File: src/rtl/stu_pkg.sv
// Shared types, constants and character helpers for the source tokenizer.
// Used by every module of the tokenizer; depends on nothing else.
package stu_pkg;

  localparam int OffsetBitsDefault = 32;
  localparam int LineBitsDefault   = 24;

  localparam int KwCount    = 8;
  localparam int KwMaxLen   = 13;
  localparam int KwTextBits = 8 * KwMaxLen;

  localparam int TokKindBits  = 5;
  localparam int TokFifoDepth = 4;
  localparam int TokFifoPtrW  = $clog2(TokFifoDepth);

  // Scanner state, one-hot.
  typedef enum logic [5:0] {
    ModeIdle  = 6'b000001,
    ModeIdent = 6'b000010,
    ModeNum   = 6'b000100,
    ModeStr   = 6'b001000,
    ModeEq    = 6'b010000,
    ModeBang  = 6'b100000
  } scan_mode_e;

  // Token kind codes.
  localparam logic [TokKindBits-1:0] TokIllegal = 5'd0;
  localparam logic [TokKindBits-1:0] TokEnd     = 5'd1;
  localparam logic [TokKindBits-1:0] TokIdent   = 5'd2;
  localparam logic [TokKindBits-1:0] TokInt     = 5'd3;
  localparam logic [TokKindBits-1:0] TokString  = 5'd4;
  localparam logic [TokKindBits-1:0] TokAssign  = 5'd5;
  localparam logic [TokKindBits-1:0] TokPlus    = 5'd6;
  localparam logic [TokKindBits-1:0] TokMinus   = 5'd7;
  localparam logic [TokKindBits-1:0] TokSlash   = 5'd8;
  localparam logic [TokKindBits-1:0] TokStar    = 5'd9;
  localparam logic [TokKindBits-1:0] TokBang    = 5'd10;
  localparam logic [TokKindBits-1:0] TokLess    = 5'd11;
  localparam logic [TokKindBits-1:0] TokGreater = 5'd12;
  localparam logic [TokKindBits-1:0] TokLParen  = 5'd13;
  localparam logic [TokKindBits-1:0] TokRParen  = 5'd14;
  localparam logic [TokKindBits-1:0] TokLBrace  = 5'd15;
  localparam logic [TokKindBits-1:0] TokRBrace  = 5'd16;
  localparam logic [TokKindBits-1:0] TokComma   = 5'd17;
  localparam logic [TokKindBits-1:0] TokSemi    = 5'd18;
  localparam logic [TokKindBits-1:0] TokEqEq    = 5'd19;
  localparam logic [TokKindBits-1:0] TokNotEq   = 5'd20;
  localparam logic [TokKindBits-1:0] TokKwFirst = 5'd21;

  // Source characters with special meaning.
  localparam logic [7:0] ChNul     = 8'h00;
  localparam logic [7:0] ChTab     = 8'h09;
  localparam logic [7:0] ChNewline = 8'h0a;
  localparam logic [7:0] ChCr      = 8'h0d;
  localparam logic [7:0] ChSpace   = 8'h20;
  localparam logic [7:0] ChBang    = 8'h21;
  localparam logic [7:0] ChDquote  = 8'h22;
  localparam logic [7:0] ChSquote  = 8'h27;
  localparam logic [7:0] ChEqual   = 8'h3d;
  localparam logic [7:0] ChUnder   = 8'h5f;

  // Keyword text, left aligned and zero padded to the longest keyword.
  localparam logic [KwTextBits-1:0] KwText [KwCount] = '{
    {"variable", 40'h0},
    {"procedimiento"},
    {"mientras", 40'h0},
    {"regresa", 48'h0},
    {"si", 88'h0},
    {"si_no", 64'h0},
    {"verdadero", 32'h0},
    {"falso", 64'h0}
  };

  localparam logic [3:0] KwLen [KwCount] = '{
    4'd8, 4'd13, 4'd8, 4'd7, 4'd2, 4'd5, 4'd9, 4'd5
  };

  typedef struct packed {
    logic push0;
    logic push1;
  } tok_push_t;

  function automatic logic is_alpha(input logic [7:0] c);
    return ((c >= "a") && (c <= "z")) || ((c >= "A") && (c <= "Z"));
  endfunction

  function automatic logic is_digit(input logic [7:0] c);
    return (c >= "0") && (c <= "9");
  endfunction

  function automatic logic is_word(input logic [7:0] c);
    return is_alpha(c) || is_digit(c) || (c == ChUnder);
  endfunction

  function automatic logic [TokKindBits-1:0] single_kind(input logic [7:0] c);
    logic [TokKindBits-1:0] k;
    case (c)
      "+":     k = TokPlus;
      "-":     k = TokMinus;
      "/":     k = TokSlash;
      "*":     k = TokStar;
      "<":     k = TokLess;
      ">":     k = TokGreater;
      "(":     k = TokLParen;
      ")":     k = TokRParen;
      "{":     k = TokLBrace;
      "}":     k = TokRBrace;
      ",":     k = TokComma;
      ";":     k = TokSemi;
      default: k = TokIllegal;
    endcase
    return k;
  endfunction

endpackage

File: src/rtl/source_tokenizer_unit.sv
// Source tokenizer, top level: scanner plus output token queue.
// Depends on stu_pkg, stu_scanner, stu_tok_fifo.
//
// Takes one source byte (or an end-of-source mark) per cycle while in_stall_o is
// low and returns tokens with kind, starting line, text offset and text length;
// the last token caused by an input carries last_of_run. A byte enters in every
// cycle in which the four-entry token queue has at least two free entries, and
// its tokens can be taken from the output in the next cycle. An input gives
// zero, one or two tokens; since one token leaves per cycle while out_stall_i is
// low, a stream that often yields two tokens per byte runs at that output rate.
module source_tokenizer_unit #(
  parameter int OFFSET_BITS = stu_pkg::OffsetBitsDefault,
  parameter int LINE_BITS   = stu_pkg::LineBitsDefault
) (
  input  logic                            clk_i,
  input  logic                            rst_ni,
  input  logic                            in_valid_i,
  output logic                            in_stall_o,
  input  logic                            kind_i,
  input  logic [7:0]                      char_byte_i,
  output logic                            out_valid_o,
  input  logic                            out_stall_i,
  output logic [stu_pkg::TokKindBits-1:0] token_kind_o,
  output logic [LINE_BITS-1:0]            token_line_o,
  output logic [OFFSET_BITS-1:0]          text_start_o,
  output logic [OFFSET_BITS-1:0]          text_length_o,
  output logic                            last_of_run_o
);

  localparam int TokW = stu_pkg::TokKindBits + LINE_BITS + 2 * OFFSET_BITS + 1;

  stu_pkg::tok_push_t push;
  logic [TokW-1:0]    tok0, tok1, tok_out;
  logic               accept;
  logic               room_lt2;

  assign in_stall_o = room_lt2;
  assign accept     = in_valid_i && !room_lt2;

  stu_scanner #(
    .OffsetBits(OFFSET_BITS),
    .LineBits  (LINE_BITS)
  ) u_scanner (
    .clk_i   (clk_i),
    .rst_ni  (rst_ni),
    .accept_i(accept),
    .kind_i  (kind_i),
    .char_i  (char_byte_i),
    .push_o  (push),
    .tok0_o  (tok0),
    .tok1_o  (tok1)
  );

  stu_tok_fifo #(
    .DataWidth(TokW)
  ) u_tok_fifo (
    .clk_i      (clk_i),
    .rst_ni     (rst_ni),
    .push_i     (push),
    .din0_i     (tok0),
    .din1_i     (tok1),
    .room_lt2_o (room_lt2),
    .out_valid_o(out_valid_o),
    .out_stall_i(out_stall_i),
    .dout_o     (tok_out)
  );

  assign {token_kind_o, token_line_o, text_start_o, text_length_o, last_of_run_o} = tok_out;

endmodule

File: src/rtl/stu_kw_match.sv
// Keyword matcher: one prefix-match flag per keyword, updated a byte at a time,
// and the final identifier kind. Depends on stu_pkg.
module stu_kw_match #(
  parameter int OffsetBits = stu_pkg::OffsetBitsDefault
) (
  input  logic [stu_pkg::KwCount-1:0]     hits_in_i,
  input  logic [OffsetBits-1:0]           match_idx_i,
  input  logic [7:0]                      char_i,
  output logic [stu_pkg::KwCount-1:0]     hits_out_o,
  input  logic [stu_pkg::KwCount-1:0]     hits_q_i,
  input  logic [OffsetBits-1:0]           ident_len_i,
  output logic [stu_pkg::TokKindBits-1:0] ident_kind_o
);

  logic [stu_pkg::KwCount-1:0]    keep;
  logic [3:0]                     idx4;
  logic [stu_pkg::KwTextBits-1:0] shifted [stu_pkg::KwCount];

  assign idx4 = match_idx_i[3:0];

  always_comb begin
    for (int k = 0; k < stu_pkg::KwCount; k++) begin
      shifted[k] = stu_pkg::KwText[k] << {idx4, 3'b000};
      keep[k] = (match_idx_i < OffsetBits'(stu_pkg::KwLen[k])) &&
                (shifted[k][stu_pkg::KwTextBits-1 -: 8] == char_i);
    end
  end

  assign hits_out_o = hits_in_i & keep;

  // The highest keyword whose flag survived and whose length fits wins.
  always_comb begin
    ident_kind_o = stu_pkg::TokIdent;
    for (int k = 0; k < stu_pkg::KwCount; k++) begin
      if (hits_q_i[k] && (ident_len_i == OffsetBits'(stu_pkg::KwLen[k]))) begin
        ident_kind_o = stu_pkg::TokKwFirst + stu_pkg::TokKindBits'(k);
      end
    end
  end

endmodule

File: src/rtl/stu_scanner.sv
// Scanner state and per-byte token decision: holds the scan mode, offsets and
// line count, and forms up to two tokens per byte. Depends on stu_pkg, stu_kw_match.
module stu_scanner #(
  parameter int OffsetBits = stu_pkg::OffsetBitsDefault,
  parameter int LineBits   = stu_pkg::LineBitsDefault,
  localparam int TokW      = stu_pkg::TokKindBits + LineBits + 2 * OffsetBits + 1
) (
  input  logic               clk_i,
  input  logic               rst_ni,
  input  logic               accept_i,
  input  logic               kind_i,
  input  logic [7:0]         char_i,
  output stu_pkg::tok_push_t push_o,
  output logic [TokW-1:0]    tok0_o,
  output logic [TokW-1:0]    tok1_o
);

  stu_pkg::scan_mode_e mode_q, mode_d;
  logic [7:0]                  quote_q, quote_d;
  logic [OffsetBits-1:0]       off_q, off_d;
  logic [OffsetBits-1:0]       start_q, start_d;
  logic [LineBits-1:0]         line_q, line_d;
  logic [stu_pkg::KwCount-1:0] hits_q, hits_d;

  logic [OffsetBits-1:0]       cur_len;
  logic [OffsetBits-1:0]       start_plus1;
  logic [stu_pkg::TokKindBits-1:0] ident_kind;

  // Flush of the pending token in the current mode.
  logic                            fl_valid;
  logic [stu_pkg::TokKindBits-1:0] fl_kind;
  logic [OffsetBits-1:0]           fl_start;
  logic [OffsetBits-1:0]           fl_len;

  // Token a comes from the pending token, token b from the byte itself.
  logic                            a_valid, b_valid;
  logic [stu_pkg::TokKindBits-1:0] a_kind, b_kind;
  logic [OffsetBits-1:0]           a_start, a_len, b_start, b_len;

  logic                        done;
  logic                        kw_start, kw_update;
  logic [stu_pkg::KwCount-1:0] kw_hits_in, kw_hits_out;
  logic [OffsetBits-1:0]       kw_idx;
  logic [TokW-1:0]             tok_a, tok_b;

  assign cur_len     = off_q - start_q;
  assign start_plus1 = start_q + OffsetBits'(1);

  assign kw_hits_in = kw_start ? '1 : hits_q;
  assign kw_idx     = kw_start ? '0 : cur_len;

  stu_kw_match #(
    .OffsetBits(OffsetBits)
  ) u_kw_match (
    .hits_in_i   (kw_hits_in),
    .match_idx_i (kw_idx),
    .char_i      (char_i),
    .hits_out_o  (kw_hits_out),
    .hits_q_i    (hits_q),
    .ident_len_i (cur_len),
    .ident_kind_o(ident_kind)
  );

  always_comb begin
    fl_valid = 1'b1;
    fl_kind  = stu_pkg::TokIdent;
    fl_start = start_q;
    fl_len   = cur_len;
    case (mode_q)
      stu_pkg::ModeIdent: fl_kind = ident_kind;
      stu_pkg::ModeNum:   fl_kind = stu_pkg::TokInt;
      stu_pkg::ModeStr: begin
        fl_kind  = stu_pkg::TokString;
        fl_start = start_plus1;
        fl_len   = '0;
      end
      stu_pkg::ModeEq: begin
        fl_kind = stu_pkg::TokAssign;
        fl_len  = OffsetBits'(1);
      end
      stu_pkg::ModeBang: begin
        fl_kind = stu_pkg::TokBang;
        fl_len  = OffsetBits'(1);
      end
      default: fl_valid = 1'b0;
    endcase
  end

  always_comb begin
    mode_d    = mode_q;
    quote_d   = quote_q;
    off_d     = off_q;
    start_d   = start_q;
    line_d    = line_q;
    a_valid   = 1'b0;
    a_kind    = fl_kind;
    a_start   = fl_start;
    a_len     = fl_len;
    b_valid   = 1'b0;
    b_kind    = stu_pkg::TokEnd;
    b_start   = off_q;
    b_len     = '0;
    done      = 1'b0;
    kw_start  = 1'b0;
    kw_update = 1'b0;

    if (kind_i) begin
      // End of source: flush, then an end token; the offset does not move.
      a_valid = fl_valid;
      mode_d  = stu_pkg::ModeIdle;
      b_valid = 1'b1;
    end else begin
      case (mode_q)
        stu_pkg::ModeStr: begin
          done = 1'b1;
          if (char_i == quote_q) begin
            a_valid = 1'b1;
            a_kind  = stu_pkg::TokString;
            a_start = start_plus1;
            a_len   = cur_len - OffsetBits'(1);
            mode_d  = stu_pkg::ModeIdle;
          end else if (char_i == stu_pkg::ChNul) begin
            a_valid = 1'b1;
            mode_d  = stu_pkg::ModeIdle;
          end
        end
        stu_pkg::ModeIdent: begin
          if (stu_pkg::is_word(char_i)) begin
            kw_update = 1'b1;
            done      = 1'b1;
          end else begin
            a_valid = 1'b1;
            mode_d  = stu_pkg::ModeIdle;
          end
        end
        stu_pkg::ModeNum: begin
          if (stu_pkg::is_digit(char_i)) begin
            done = 1'b1;
          end else begin
            a_valid = 1'b1;
            mode_d  = stu_pkg::ModeIdle;
          end
        end
        stu_pkg::ModeEq, stu_pkg::ModeBang: begin
          a_valid = 1'b1;
          mode_d  = stu_pkg::ModeIdle;
          if (char_i == stu_pkg::ChEqual) begin
            a_kind  = (mode_q == stu_pkg::ModeEq) ? stu_pkg::TokEqEq : stu_pkg::TokNotEq;
            a_start = start_q;
            a_len   = OffsetBits'(2);
            done    = 1'b1;
          end
        end
        default: mode_d = stu_pkg::ModeIdle;
      endcase

      // When the pending token could not take the byte, the byte is scanned on its own.
      if (!done) begin
        if (char_i == stu_pkg::ChNewline) begin
          if (line_q != '1) begin
            line_d = line_q + LineBits'(1);
          end
        end else if (char_i inside {stu_pkg::ChCr, stu_pkg::ChSpace, stu_pkg::ChTab}) begin
          // Whitespace is skipped.
        end else if (stu_pkg::is_alpha(char_i)) begin
          mode_d   = stu_pkg::ModeIdent;
          start_d  = off_q;
          kw_start = 1'b1;
        end else if (stu_pkg::is_digit(char_i)) begin
          mode_d  = stu_pkg::ModeNum;
          start_d = off_q;
        end else if (char_i == stu_pkg::ChEqual) begin
          mode_d  = stu_pkg::ModeEq;
          start_d = off_q;
        end else if (char_i == stu_pkg::ChBang) begin
          mode_d  = stu_pkg::ModeBang;
          start_d = off_q;
        end else if (char_i inside {stu_pkg::ChDquote, stu_pkg::ChSquote}) begin
          mode_d  = stu_pkg::ModeStr;
          quote_d = char_i;
          start_d = off_q;
        end else if (char_i == stu_pkg::ChNul) begin
          b_valid = 1'b1;
        end else begin
          b_valid = 1'b1;
          b_kind  = stu_pkg::single_kind(char_i);
          b_len   = OffsetBits'(1);
        end
      end

      off_d = off_q + OffsetBits'(1);
    end
  end

  assign hits_d = (kw_start || kw_update) ? kw_hits_out : hits_q;

  always_ff @(posedge clk_i or negedge rst_ni) begin
    if (!rst_ni) begin
      mode_q  <= stu_pkg::ModeIdle;
      quote_q <= '0;
      off_q   <= '0;
      start_q <= '0;
      line_q  <= LineBits'(1);
      hits_q  <= '1;
    end else if (accept_i) begin
      mode_q  <= mode_d;
      quote_q <= quote_d;
      off_q   <= off_d;
      start_q <= start_d;
      line_q  <= line_d;
      hits_q  <= hits_d;
    end
  end

  // Tokens carry the line before this byte; a newline that ends a pending token
  // only counts for the tokens after it.
  assign tok_a = {a_kind, line_q, a_start, a_len, !b_valid};
  assign tok_b = {b_kind, line_q, b_start, b_len, 1'b1};

  assign push_o.push0 = accept_i && (a_valid || b_valid);
  assign push_o.push1 = accept_i && a_valid && b_valid;
  assign tok0_o       = a_valid ? tok_a : tok_b;
  assign tok1_o       = tok_b;

endmodule

File: src/rtl/stu_tok_fifo.sv
// Token queue: takes up to two tokens per cycle, hands out one per transfer.
// Depends on stu_pkg.
module stu_tok_fifo #(
  parameter int DataWidth = 8
) (
  input  logic               clk_i,
  input  logic               rst_ni,
  input  stu_pkg::tok_push_t push_i,
  input  logic [DataWidth-1:0] din0_i,
  input  logic [DataWidth-1:0] din1_i,
  output logic               room_lt2_o,
  output logic               out_valid_o,
  input  logic               out_stall_i,
  output logic [DataWidth-1:0] dout_o
);

  localparam int PtrW = stu_pkg::TokFifoPtrW;
  localparam int CntW = PtrW + 1;

  logic [DataWidth-1:0] mem_q [stu_pkg::TokFifoDepth];
  logic [PtrW-1:0]      wr_q, wr_d, rd_q, rd_d;
  logic [CntW-1:0]      cnt_q, cnt_d;
  logic                 pop;
  logic [PtrW-1:0]      wr_next;

  assign pop     = out_valid_o && !out_stall_i;
  assign wr_next = wr_q + PtrW'(1);

  assign wr_d  = wr_q + PtrW'(push_i.push0) + PtrW'(push_i.push1);
  assign rd_d  = rd_q + PtrW'(pop);
  assign cnt_d = cnt_q + CntW'(push_i.push0) + CntW'(push_i.push1) - CntW'(pop);

  always_ff @(posedge clk_i) begin
    if (push_i.push0) begin
      mem_q[wr_q] <= din0_i;
    end
    if (push_i.push1) begin
      mem_q[wr_next] <= din1_i;
    end
  end

  always_ff @(posedge clk_i or negedge rst_ni) begin
    if (!rst_ni) begin
      wr_q  <= '0;
      rd_q  <= '0;
      cnt_q <= '0;
    end else begin
      wr_q  <= wr_d;
      rd_q  <= rd_d;
      cnt_q <= cnt_d;
    end
  end

  assign out_valid_o = (cnt_q != '0);
  assign dout_o      = mem_q[rd_q];
  assign room_lt2_o  = (cnt_q > CntW'(stu_pkg::TokFifoDepth - 2));

endmodule
File: config.mk
export PLATFORM = sky130hd
export DESIGN_NAME = source_tokenizer_unit
export DESIGN_NICKNAME = d
export VERILOG_FILES = /design/src/rtl/stu_pkg.sv /design/src/rtl/source_tokenizer_unit.sv /design/src/rtl/stu_kw_match.sv /design/src/rtl/stu_scanner.sv /design/src/rtl/stu_tok_fifo.sv
export SDC_FILE = /design/constraint.sdc
export NUM_CORES = 1
export LEC_CHECK = 0
export BUFFER_PORTS_ARGS = -buffer_cell sky130_fd_sc_hd__buf_2
export CAP_MARGIN = 15
export CELL_PAD_IN_SITES_DETAIL_PLACEMENT = 1
export CELL_PAD_IN_SITES_GLOBAL_PLACEMENT = 2
export CORE_ASPECT_RATIO = 1.25
export CORE_MARGIN = 2
export CORE_UTILIZATION = 35
export CTS_CLUSTER_SIZE = 40
export DETAILED_ROUTE_END_ITERATION = 10
export GPL_TIMING_DRIVEN = 0
export HOLD_SLACK_MARGIN = 0.15
export PLACE_DENSITY = 0.7
export SLEW_MARGIN = 30
export SYNTH_ARGS = -nofsm -noshare
export SYNTH_HDL_FRONTEND = slang
export SYNTH_HIERARCHICAL = 1
export SYNTH_SLANG_ARGS = --single-unit
File: constraint.sdc
create_clock -name clk_i -period 18.35 [get_ports clk_i]
set_input_delay 0.9175 -clock clk_i [delete_from_list [all_inputs] [get_ports clk_i]]
set_output_delay 0.9175 -clock clk_i [all_outputs]
set_load 0.01 [all_outputs]
### Yosys cells after proc, flatten, opt, wreduce, memory -nomap -nowiden

Memories as Yosys holds them, arrays and structs flattened.
Index checks and enable logic that the tools add are counted.

| cells by class | value |
|---|---|
| order comparisons | 13 |
| add/sub/neg operators | 12 |
| multiplexer cells | 99 |
| bitwise logic cells | 9 |
| shifts and indexed selects | 8 |
| reductions and logical operators | 44 |
| equal/unequal tests | 42 |

Operators with widths:

| operator | count |
|---|---|
| << shifter 103 x 7 -> 104 bit (first input constant) | 8 |
| two-way mux 32 bit | 22 |
| case mux 32 bit (2 select lines) | 3 |
| == test 8 x 6 -> 1 bit (second input constant) | 15 |
| two-way mux 5 bit | 21 |
| == test 32 x 4 -> 1 bit (second input constant) | 3 |
| < comparator 32 x 4 -> 1 bit (second input constant) | 3 |
| two-way mux 94 bit | 1 |
| two-way mux 6 bit | 13 |
| == test 8 bit | 9 |
| adder 32 x 1 -> 32 bit (second input constant) | 2 |
| == test 32 x 3 -> 1 bit (second input constant) | 2 |
| < comparator 32 x 3 -> 1 bit (second input constant) | 2 |
| case mux 5 bit (12 select lines) | 1 |
| == test 32 x 2 -> 1 bit (second input constant) | 1 |
| < comparator 32 x 2 -> 1 bit (second input constant) | 1 |
| subtractor 32 x 1 -> 32 bit (second input constant) | 1 |
| subtractor 32 bit | 1 |
| two-way mux 1 bit | 31 |
| case mux 5 bit (5 select lines) | 1 |
| adder 24 x 1 -> 24 bit (second input constant) | 1 |
| == test 8 x 4 -> 1 bit (second input constant) | 3 |
| == test 8 x 7 -> 1 bit (second input constant) | 3 |
| logical AND 1 bit | 24 |
| 34 further kinds | 55 |

| storage, ports and cells | value |
|---|---|
| bits in writable memories | 376 |
| flip-flop bits (word level) | 117 |
| output and inout port bits | 96 |
| memories kept | 1 |
| input bits | 13 |
| word-level logic and storage cells | 237 |

Memories:

| name | depth | bits a word | read ports | clocked after Yosys merged registers in | wr ports | line | text |
|---|---|---|---|---|---|---|---|
| u_tok_fifo.mem_q | 4 | 94 | 1 | 0 | 2 | stu_tok_fifo.sv:20 | `logic [DataWidth-1:0] mem_q [stu_pkg::TokFifoDepth];` |

### Logic depth before layout (Yosys ltp)

| logic depth | value |
|---|---|
| word-level depth | 16 |
| mapped depth | 22 |
| gate-level depth less buffers | 20 |

### Cells and area by module

Netlist, hierarchy kept.

By module, submodules not included:

| module | instances | area an instance (µm²) | cells each | sequential area each (µm²) |
|---|---|---|---|---|
| stu_tok_fifo | 1 | 18446.4 | 945 | 11466.0 |
| stu_scanner | 1 | 9915.8 | 1301 | 2765.2 |
| stu_kw_match | 1 | 1546.5 | 252 | 0.0 |
| source_tokenizer_unit | 1 | 13.8 | 1 | 0.0 |

### Least setup slack after synthesis

OpenSTA, ideal clock, no wires.

| timing path | value |
|---|---|
| path type | input to register |
| start | input char_byte_i[4] |
| end | memory u_tok_fifo/mem_q[0][0] in the netlist's numbering (enable) |
| arrival time | 10052 ps |
| required time | 17665 ps |
| setup time | 685 ps |
| buffers on the path | 3 |
| setup slack | 7613 ps |
| stages | 12 |
| cells stage by stage | clkbuf_1 > nor3_1 > nor3b_1 > inv_1 > a21oi_1 > o31ai_1 > and2_1 > clkbuf_1 > clkbuf_1 > a21oi_1 > inv_1 > o31ai_1 |

RTL lines:

| element | line | text |
|---|---|---|
| start: declaration | source_tokenizer_unit.sv:20 | `input logic [7:0] char_byte_i,` |
| end: declaration | stu_tok_fifo.sv:20 |  |

==> flow_metrics.env <==
export IMPL_syn_area_per_cell_sq_um=12.0
export IMPL_status="complete, no violations"
export IMPL_cp_start_kind="input pin"
export IMPL_drv_slew=0
export IMPL_worst_pin_slew_ns=1.05
export IMPL_numCtsBuffers=54
export IMPL_grt_max_degree=62
export IMPL_final_cell_mix="mux2_2 (390), edfxtp_1 (376), nand2_1 (204), buf_2 (147), o21ai_0 (134)"
export IMPL_leakagePower_nw=13.3
export IMPL_endpoint_kind="flop"
export IMPL_drv_cap=0
export IMPL_powerDensity_nw_per_um2=139
export IMPL_post_drt_via_cell_ratio=5.50
export IMPL_crit_required_ns=18.67
export IMPL_core_sq_um=84400
export IMPL_syn_area_sq_um=29900
export IMPL_fin_crit_sh_pct=37.4
export IMPL_yosys_top_cells_area="edfxtp_1 (38%), mux2_2 (15%), dfrtp_1 (8.9%), mux4_2 (7.2%), xnor2_1 (2.8%)"
export IMPL_clkTransAtPathRegs_ns=0.06
export IMPL_regToRegSetupSlack_ns=11.83
export IMPL_diodes=0
export IMPL_hpwl_microns=69200
export IMPL_clk_latency_ns=0.64
export IMPL_start_util_pct=35.4
export IMPL_area_growth_syn_to_layout_pct=15.4
export IMPL_layout_commonest_cell="mux2_2"
export IMPL_nNetsFinal=2788
export IMPL_fin_util_pct=40.9
export IMPL_tns_ns=0
export IMPL_grt_pass1_wl_microns=143000
export IMPL_io_buffers=107
export IMPL_netlist_top_cell_by_area="edfxtp_1"
export IMPL_h_tree_depth=2
export IMPL_rsz0062_at_grt="no"
export IMPL_synth_seq_cells=493
export IMPL_fmax_mhz=146
export IMPL_setup_violations=0
export IMPL_cts_tree="done"
export IMPL_grt_pass1_vias=23100
export IMPL_fp_dieH_microns=331
export IMPL_cts_sinks=493
export IMPL_clockRootBuffer="clkbuf_16"
export IMPL_ioPinCount=109
export IMPL_yosys_warnings=6
export IMPL_vdd_drop_max_mv=0.171
export IMPL_crit_arrival_ns=7.18
export IMPL_firstDrtPassIters=5
export IMPL_path_max_fanout=10
export IMPL_die_w_microns=266
export IMPL_cts_setup_buffers=0
export IMPL_fin_crit_ns=6.86
export IMPL_nFillCells=9020
export IMPL_critical_path_class="input pin to flop"
export IMPL_cts_buffer_depth=3
export IMPL_die_area_sq_um=87900
export IMPL_cts_repair_resized=0
export IMPL_track_usage_pct=21.3
export IMPL_final_antenna_net_count=0
export IMPL_synth_edf_count=376
export IMPL_syn_inst=2499
export IMPL_slew_headroom_pct=29.1
export IMPL_ys_flop_type="edfxtp_1"
export IMPL_synth_cell_types=95
export IMPL_synth_top_area_share_pct=37.7
export IMPL_drtIter0Drc=1063
export IMPL_row_count=119
export IMPL_yosysSeqAreaShare_pct=47.6
export IMPL_final_layout_size_suffix_gt1_share_pct=32.7
export IMPL_wl_per_cell_microns=24.3
export IMPL_fin_worst_skew_ns=0.0304
export IMPL_num_vias=21200
export IMPL_drt_wl_total_microns=93900
export IMPL_hold_class="input pin to async pin"
export IMPL_antenna_found_initial=2
export IMPL_drc=0
export IMPL_finalHoldViolations=0
export IMPL_place_congestion=0.849
export IMPL_grt_overflow=0
export IMPL_cts_hold_buffers_added=0
export IMPL_async_flop_share_pct=23.7
worst paths after layout:
check / cells after the start / endpoint / startpoint
setup / recovery: 19 / u_tok_fifo/mem_q[0][52] / char_byte_i[4]
hold / removal: 1 / u_scanner/quote_q[4] / rst_ni
setup reg to reg: 21 / u_scanner/hits_q[3] / u_scanner/mode_q[1]
hold reg to reg: 1 / u_scanner/quote_q[1] / u_scanner/quote_q[1]
max in group asynchronous: 2 / u_scanner/b_start[19] / rst_ni
min in group clk_i: 1 / u_scanner/quote_q[1] / u_scanner/quote_q[1]
layer usage:
layer	vias up	track usage, %	part of all wire [%]
met5	-	0	0
met4	0	6.46	3.1
met3	112	2.07	2.6
met2	350	39.4	52
met1	11000	26.2	42
li1	9748	-	-
final cells by class:
cell class	instances	area, sq um	share of cell area (%)
plain buffers	196	1110	3.22
multi-input cells	1761	14500	42.0
repair buffers	140	1230	3.58
well taps	1089	1360	3.95
inverters	79	297	0.859
clock buffers	70	1460	4.24
flip-flops and latches	493	14200	41.2
clock inverters	32	345	1.00
worst max-delay path: stages:
cell and delay (ns):
buf_2 0.13, clkbuf_1 0.24, nor3_1 0.55, nor3b_1 0.69, inv_1 0.12, a21oi_1 0.21
o31ai_1 0.12, nand2_1 0.18, clkbuf_1 0.51, o21ai_0 0.57, nor2_1 0.85, nand3_1 0.32
buf_2 0.39, buf_2 0.36, o31ai_4 0.22, buf_6 0.24, buf_8 0.16, buf_6 0.18
buf_6 0.19
registers in the layout (all words and copies together) (netlist names):
signal and cells:
u_scanner/b_start 32, u_scanner/line_q 24, u_tok_fifo/cnt_q 3, u_tok_fifo/rd_q 2, u_scanner/start_q 32, u_scanner/hits_q 8
u_scanner/mode_q 6, u_tok_fifo/mem_q 376, u_tok_fifo/wr_q 2, u_scanner/quote_q 8
synthesized netlist by cell type (13+ instances only):
| master | n |
|---|---|
| mux2_2 | 390 |
| edfxtp_1 | 376 |
| nand2_1 | 204 |
| o21ai_0 | 135 |
| nor2_1 | 134 |
| dfrtp_1 | 107 |
| a21oi_1 | 97 |
| mux4_2 | 95 |
| xnor2_1 | 94 |
| inv_1 | 77 |
| buf_4 | 75 |
| clkbuf_1 | 64 |
| nand3_1 | 61 |
| ha_1 | 46 |
| xor2_1 | 45 |
| nor3_1 | 44 |
| buf_2 | 41 |
| nand4_1 | 38 |
| nor2b_1 | 37 |
| nor4_1 | 31 |
| and3_1 | 24 |
| a31oi_1 | 15 |
| nand2b_1 | 15 |
| a21o_1 | 14 |
| or3_1 | 14 |
| a211oi_1 | 13 |
| or2_2 | 13 |
stage by stage:
step	total power [W]	std cells	hold slack [ns]	setup WS (ns)	cell area (sq um)
after detailed placement	0.00373	3758	0.477	10.96	32700
after global routing	0.00509	3860	0.208	11.17	34500
after CTS	0.00486	3860	0.193	11.60	34500
final	0.00480	3860	0.192	11.49	34500
after global placement	0.00368	3725	0.473	-1.75	31900
after floorplan	0.00295	2529	0.460	7.61	30000
logic make-up (layout without fill, tap and decap cells):
group                    count (synthesis)  after routing  share of synthesized area, %
buffers and inverters                  275            517                          4.71
AO/OA/AOI/OAI                          369            369                          7.65
XOR/XNOR                               140            140                          4.12
adder cells (fa/ha/maj)                 50             50                          2.19
multiplexers                           495            495                          22.2
other                                    2             32                        0.0251
flip-flops                             493            493                          47.6
AND/OR/NAND/NOR                        675            675                          11.6
power breakdown:
part           internal, W  total, W  switching, W
Combinational     0.000860   0.00226       0.00140
Sequential         0.00136   0.00143     0.0000685
Clock             0.000638   0.00111      0.000477
Power figures use the tool's default switching activity.
